**src/sv/mxt_pkg.sv**
```systemverilog
// Shared constants, controller states and command/status types for the max XOR pair trie.
package mxt_pkg;

   localparam int FIELD_BITS         = 31;
   localparam int VALUE_BITS_DEFAULT = 31;
   localparam int MAX_ITEMS_DEFAULT  = 1024;

   typedef enum logic [1:0] {
      ST_IDLE,
      ST_QUERY,
      ST_INSERT,
      ST_EMIT
   } ctrl_state_type;

   typedef struct packed {
      logic load;
      logic query_step;
      logic insert_step;
      logic emit;
   } cmd_type;

   typedef struct packed {
      logic full;
      logic empty;
      logic query_done;
      logic insert_done;
      logic last;
      logic out_free;
   } sts_type;

endpackage

```
**src/sv/mxt_ctrl.sv**
```systemverilog
// Sequencing state machine: accept, query walk, insert walk, result hand-off.
module mxt_ctrl (
   input  logic             clock,
   input  logic             reset,
   input  logic             req_valid,
   input  logic             req_last_item,
   output logic             req_stall,
   input  mxt_pkg::sts_type sts,
   output mxt_pkg::cmd_type cmd
);

   mxt_pkg::ctrl_state_type state_ff;
   mxt_pkg::ctrl_state_type state_in;

   always_ff @(posedge clock) begin
      if (reset) begin
         state_ff <= mxt_pkg::ST_IDLE;
      end else begin
         state_ff <= state_in;
      end
   end

   always_comb begin
      state_in = state_ff;
      case (state_ff)
         mxt_pkg::ST_IDLE: begin
            if (req_valid) begin
               if (sts.full) begin
                  state_in = req_last_item ? mxt_pkg::ST_EMIT : mxt_pkg::ST_IDLE;
               end else if (sts.empty) begin
                  state_in = mxt_pkg::ST_INSERT;
               end else begin
                  state_in = mxt_pkg::ST_QUERY;
               end
            end
         end
         mxt_pkg::ST_QUERY: begin
            if (sts.query_done) begin
               state_in = mxt_pkg::ST_INSERT;
            end
         end
         mxt_pkg::ST_INSERT: begin
            if (sts.insert_done) begin
               state_in = sts.last ? mxt_pkg::ST_EMIT : mxt_pkg::ST_IDLE;
            end
         end
         mxt_pkg::ST_EMIT: begin
            if (sts.out_free) begin
               state_in = mxt_pkg::ST_IDLE;
            end
         end
         default: begin
            state_in = mxt_pkg::ST_IDLE;
         end
      endcase
   end

   always_comb begin
      cmd       = '0;
      req_stall = 1'b1;
      case (state_ff)
         mxt_pkg::ST_IDLE: begin
            req_stall = 1'b0;
            cmd.load  = req_valid;
         end
         mxt_pkg::ST_QUERY: begin
            cmd.query_step = 1'b1;
         end
         mxt_pkg::ST_INSERT: begin
            cmd.insert_step = 1'b1;
         end
         mxt_pkg::ST_EMIT: begin
            cmd.emit = sts.out_free;
         end
         default: begin
            req_stall = 1'b1;
         end
      endcase
   end

endmodule

```
**config.mk**
```make
export PLATFORM = sky130hd
export DESIGN_NAME = mxt_ctrl
export DESIGN_NICKNAME = d
export VERILOG_FILES = /design/src/sv/mxt_pkg.sv /design/src/sv/mxt_ctrl.sv
export SDC_FILE = /design/constraint.sdc
export NUM_CORES = 1
export LEC_CHECK = 0
export BUFFER_PORTS_ARGS = -buffer_cell sky130_fd_sc_hd__buf_2
export CAP_MARGIN = 25
export CORE_AREA = 8 8 45 47
export CTS_BUF_LIST = sky130_fd_sc_hd__clkbuf_2 sky130_fd_sc_hd__clkbuf_4 sky130_fd_sc_hd__clkbuf_8
export CTS_CLUSTER_DIAMETER = 80
export CTS_CLUSTER_SIZE = 12
export DETAILED_ROUTE_END_ITERATION = 6
export DIE_AREA = 0 0 53 55
export PLACE_DENSITY_LB_ADDON = 0.1
export SLEW_MARGIN = 20
export SYNTH_ARGS = -nofsm -noshare
export SYNTH_HDL_FRONTEND = slang
export SYNTH_SLANG_ARGS = --single-unit
```
**constraint.sdc**
```tcl
create_clock -name clock -period 1.4 [get_ports clock]
set_input_delay 0.42 -clock clock [delete_from_list [all_inputs] [get_ports clock]]
set_output_delay 0.42 -clock clock [all_outputs]
set_load 0.05 [all_outputs]
```
; Word-level counts from Yosys, hierarchy flattened
; Index checks and enable logic that the tools add are counted.
; Widths: inputs -> output; s select.
[op_classes]
add_sub_neg = 0
multipliers = 0
n_div = 0
order_cmp = 0
n_eq_ne = 7
n_shift = 0
muxes = 14
n_bitwise = 0
n_reduce_logical = 2
[ops]
columns = operator, count
row1 = $mux 2, 8
row2 = $ne 2x2->1 const B, 4
row3 = $pmux 2 s4, 1
row4 = $mux 1, 5
row5 = $eq 2x2->1 const B, 2
row6 = $reduce_and 4->1, 1
row7 = $eq 2x1->1 const B, 1
row8 = $logic_not 2->1, 1
[totals]
reg_bits = 2
latch_bits = 0
ram_bits = 0
rom_bits = 0
in_bits = 10
elab_cells = 24
mem_count = 0

; Longest topological paths before layout
; Gate-level depths: netlist (run 1).
[logic_depth]
ltp_word = 4
mapped_depth = 4
depth_no_buf = 3

; Least setup slack after synthesis (run 1)
; No wires, ideal clock.
[synth_timing]
path_type = register -> output
from = register state_ff[1]
to = output cmd[3] in the netlist's numbering
arrival_ns = 1.564
path_slack_ns = -0.584
stages_incl_launch_ff = 4
n_path_buf = 1
path_cell_list = dfxtp_1 -> buf_6 -> or2_1 -> nor2_1
[synth_lines]
columns = item, line
row1 = from (decl), mxt_ctrl.sv:12  ; mxt_pkg::ctrl_state_type state_ff;
row2 = from (signal assigned), mxt_ctrl.sv:17  ; state_ff <= mxt_pkg::ST_IDLE;
row3 = from (signal assigned), mxt_ctrl.sv:19  ; state_ff <= state_in;
row4 = to (decl), mxt_ctrl.sv:9  ; output mxt_pkg::cmd_type cmd

==> results of run 1 <==
Yosys cell counts, drive strengths merged:
master,number
a211o,1
a211oi,2
a21oi,1
a31o,1
a32o,1
and2,1
and3,1
buf,1
dfxtp,2
inv,2
mux4,1
nand2b,2
nor2,3
nor2b,2
nor3,2
or2,1
per-stage QoR:
stage	setup TNS (ps)	worst slack (ps)	hold WS, ps	utilization [%]	std cells
after floorplan	-67.90	-67.90	493.0	-	24
after global placement	0	22.29	644.7	23.69	57
after detailed placement	0	6.562	640.7	23.69	57
after CTS	-184.5	-104.3	398.3	27.58	60
after global routing	-231.5	-130.9	406.7	28.84	61
final	-140.8	-81.06	407.0	28.84	61
final cells by class:
type / instances / area [µm²]
clock buffer: 3 / 22.52
fill: 162 / 984.7
inverter: 2 / 7.507
multi-input combinational: 19 / 165.2
sequential: 2 / 47.55
tap: 16 / 20.02
timing repair buffer: 19 / 136.4
kinds of logic after synthesis:
family                 count (synthesis)
buffers and inverters                  3
AO/OA/AOI/OAI                          6
multiplexers                           1
AND/OR/NAND/NOR                       12
flip-flops                             2
power by group through the flow:
stage,sequential (mW),clock (mW),combinational (mW)
global route,0.0957,0.145,0.354
detailed placement,0.0883,0,0.288
global placement,0.0872,0,0.290
CTS,0.0917,0.138,0.319
finish,0.0914,0.127,0.331
floorplan,0.0794,0,0.218
timing repair:
action | 4_1_cts | 5_1_grt
pin swaps | 1 | 1
gates resized for setup | 11 | 4
setup endpoints to repair | 5 | 4
setup buffers | 0 | 1
metal layers:
metal / vias up / track usage, %
met1: 121 / 6.839
met4: 0 / 5.172
met5: - / 0
li1: 130 / -
met3: 0 / 2.941
met2: 10 / 7.617
worst reg2reg max path, delay by kind of cell, from the launching register on:
| kind | cells | cell delay (ps) |
|---|---|---|
| multiplexers | 1 | 540 |
| flip-flops | 1 | 360 |
| AO/OA/AOI/OAI | 1 | 190 |
| buffers and inverters | 1 | 110 |
worst paths after layout:
path,to,slack (ps)
worst min-delay path,state_ff[1],410
worst min register to register,state_ff[1],710
worst max register to register,state_ff[0],100
worst max-delay path,cmd[3],-80
==> impl_metrics.toml, run 1 <==
[route]
wl_met2_um = 339
drc = 0
route.met3.wl_um = 57
final_antenna_net_count = 0
wl_um = 712
routedWlPerCell_um = 11.67
drt-met1-wl_um = 315
vias_per_cell = 4.279
dr.pass1.iters = 3
top_layer = "met3"
drt_iter0_markers = 7
vias = 261

[floorplanning]
die-area_um2 = 2915
row_count = 14
die_x_um = 53
core_um2 = 1384
start_util_pct = 14.74
fp.dieH_um = 55
num_io_pins = 15

[synth]
synth_top_cell_area_share_pct = 19.63
synthTopCellsByArea = "dfxtp_1, mux4_2, a211oi_2"
ys_ff_latch = 2
synth_area_um2 = 203.9
synth_top_family_by_area = "simple AND/OR/NAND/NOR gates"
synthMuxAreaShare_pct = 11.04
syn-instance-count = 24
yosys.area_share.xor_xnor_pct = 0
synth_warnings = 0
synth_adder_area_share_pct = 0
synth-compound-area-share_pct = 25.77
yosysTopAreaCell = "dfxtp_1"
syn_area_per_cell_um2 = 8.498
synth_cell_types = 18
yosysSeqAreaShare_pct = 19.63
synth-simple-area-share_pct = 34.36
synth_fp_nets = 34

[timing]
post-route-period-util_pct = 105.8
maxSlewHeadroom_pct = 84.20
min_period_ps = 1481
setup_viol = 2
rsz0062_at_grt = "true"
worstMarginPinSlew_ps = 235.6
drv_slew = 0
finClkSkew_ps = 4.516
worst_slack_ps = -81.06
fmax_mhz = 675.2
finalHoldViolCount = 0

[grt]
antenna_found_initial = 0
grt_start_max_net_pins = 7
grt-ovfl-total = 0
grt_use_total_pct = 5.847
grt_pass1_wl_um = 1221
grt_pass1_vias = 281

[flow_run]
cap_violations = 0

[clocking]
cts_tree = "built"
cts_buffers = 3
path_clk_slew_ps = 30
cts_buffer_depth = 2
clk_latency_ps = 220
cts_hold_buf = 0
h-tree-depth = 1
cts.sinks = 2
root_buffer = "clkbuf_4"

[finish]
layout-area-overhead-vs-synth_pct = 95.71
design_area_um2 = 399.1
largestRegisters = "state_ff (2)"
fin_nets = 57
largest_reg_flops = 2
regMostFlops = "state_ff"
final_common_cell = "buf_2"
layout-drive-gt1-share_pct = 71.11
final_cell_mix = "buf_2, buf_4, clkbuf_4"
antenna_cells = 0

[worst_hold_path]
min_delay_path_depth = 2
min_from = "reset"
hp-class = "input port to flip-flop"

[status]
violations = "setup timing"
status = "complete, but fails checks"

[critical_path]
critPathMaxFanout = 6
worstSetupEndpointType = "primary output"
critPathBufInv = 1
cp.required_ps = 980
critPathTopFamily = "flip-flops"
slowest_stage = "dfxtp_4"
crit_chain = "or2_4, nor2_4, buf_8"
startpoint = "state_ff[1]"
max_stage_delay_ps = 350
cp_data_arrival_time_ps = 1060
setup.worst_path.class = "flip-flop to primary output"
path_depth = 3
rr_startpoint = "state_ff[1]"
cp-start-kind = "flip-flop"
reg2regPathDepth = 3

[placement]
globalplace.congestion = 0.6695
dp.final_hpwl_um = 583.3
dpl_cell_area_um2 = 327.8
io_buffers = 14

[power]
power.density_nw_per_um2 = 1375
p_sw_uw = 232.2
irDropWorstVdd_mv = 0.5888
p_int_uw = 316.8
power_frac_seq_pct = 16.6
power_frac_comb_pct = 60.3
power_uw = 549.0
swShare_pct = 42.30
share_clk_of_total_power_pct = 23.1
p_leak_nw = 0.1838
Power figures use the tool's default switching activity.
==> run 2: changes to the inputs <==
CELL_PAD_IN_SITES_DETAIL_PLACEMENT = 0   (was unset)
CELL_PAD_IN_SITES_GLOBAL_PLACEMENT = 1   (was unset)
clock period = 1.46 ns   (was 1.4 ns; I/O delays follow)
==> impl_metrics.toml, run 2 (same netlist as run 1, synthesis figures left out) <==
[clocking]
h-tree-depth = 1
cts_tree = "built"
root_buffer = "clkbuf_4"
cts_buffer_depth = 2
cts_buffers = 3
path_clk_slew_ps = 30
clk_latency_ps = 220
cts.sinks = 2

[power]
irDropWorstVdd_mv = 0.4531
power.density_nw_per_um2 = 1340
p_leak_nw = 0.1707

[timing]
drv_slew = 0
min_period_ps = 1511
fmax_mhz = 661.7
worstMarginPinSlew_ps = 233.8
setup_viol = 2
maxSlewHeadroom_pct = 84.32
fin_setup_tns_ps = -78.25
worst_slack_ps = -51.17
rsz0062_at_grt = "true"
post-route-period-util_pct = 103.5
finClkSkew_ps = 5.160
finalHoldViolCount = 0

[grt]
grt_use_total_pct = 5.735
antenna_found_initial = 0
grt_pass1_wl_um = 1159
grt-ovfl-total = 0
grt_start_max_net_pins = 9
grt_pass1_vias = 264

[route]
vias_per_cell = 4.271
drt_iter0_markers = 12
routedWlPerCell_um = 11.37
wl_um = 671
dr.pass1.iters = 4
drc = 0
final_antenna_net_count = 0
vias = 252

[critical_path]
setup.worst_path.class = "flip-flop to primary output"
r2r_end = "state_ff[0]"
rrSetupSlack_ps = 240
cp.required_ps = 1020
max_stage_delay_ps = 350
worstSetupEndpointType = "primary output"
rr_startpoint = "state_ff[1]"
cp_data_arrival_time_ps = 1070
reg2regPathDepth = 2
crit_chain = "or2_4, nor2_4, buf_8"
critPathTopFamily = "flip-flops"
critPathBufInv = 1
slowest_stage = "dfxtp_4"
critPathMaxFanout = 6
cp-start-kind = "flip-flop"

[finish]
regMostFlops = "state_ff"
largest_reg_flops = 2
layout-drive-gt1-share_pct = 67.44
fin_util_pct = 26.58
final_common_cell = "buf_2"
antenna_cells = 0
final_cell_mix = "buf_2, buf_4, clkbuf_4"
fin_nets = 55
largestRegisters = "state_ff (2)"
layout-area-overhead-vs-synth_pct = 80.37

[floorplanning]
row_count = 14
die_x_um = 53
fp.dieH_um = 55
num_io_pins = 15
core_um2 = 1384
die-area_um2 = 2915
start_util_pct = 14.74

[worst_hold_path]
min_delay_path_depth = 2
hp-class = "input port to flip-flop"
min_from = "reset"
hold_path_end = "state_ff[1]"

[status]
status = "complete, but fails checks"
violations = "setup timing"

[flow_run]
cap_violations = 0

[placement]
globalplace.congestion = 0.5889
dp.final_hpwl_um = 554
io_buffers = 14
-- run 2: metrics by stage --
stage	hold WS (ps)	setup slack, ps	instance area (µm²)	std cells	total power [mW]
floorplan	511.0	-25.90	219.0	24	0.2854
global placement	662.2	34.89	312.8	55	0.3437
detailed placement	661.5	12.02	312.8	55	0.3445
CTS	417.5	-65.91	362.8	59	0.5008
global route	415.9	-115.0	367.9	59	0.5425
finish	427.7	-51.17	367.9	59	0.4928
-- run 2: worst max path at each step --
stage                      from  depth (start not counted)  slack [ps]  endpoint
global route        state_ff[1]                          3        -120    cmd[3]
detailed placement  state_ff[1]                          3          10    cmd[3]
floorplan           state_ff[1]                          3         -30    cmd[3]
CTS                 state_ff[1]                          3         -70    cmd[3]
finish              state_ff[1]                          3         -50    cmd[3]
global placement    state_ff[1]                          3          30    cmd[3]
-- run 2: power breakdown --
group | internal, mW | switching, mW
Combinational | 0.120 | 0.160
Sequential | 0.0704 | 0.0222
Clock | 0.0906 | 0.0305
-- run 2: cell type report --
cell class                 count  area, µm²
fill                         152       1016
multi-input combinational     19      160.2
timing repair buffer          17      110.1
sequential                     2      47.55
clock buffer                   3      22.52
tap                           16      20.02
inverter                       2      7.507
-- run 2: repair_timing --
action | 4_1_cts | 5_1_grt
setup buffers | 1 | 0
gates resized for setup | 8 | 2
endpoints found under the setup margin | 5 | 5
hold buffers | 0 | 0
pin swaps | 1 | 0
-- run 2: per-layer routing --
| metal | global-route usage [%] | share of wire [%] | up-vias |
|---|---|---|---|
| met1 | 5.311 | 40 | 112 |
| met3 | 4.545 | 11 | 0 |
| met2 | 8.594 | 48 | 15 |
| met4 | 3.879 | 0 | 0 |
| met5 | 0 | 0 | - |
| li1 | - | - | 125 |
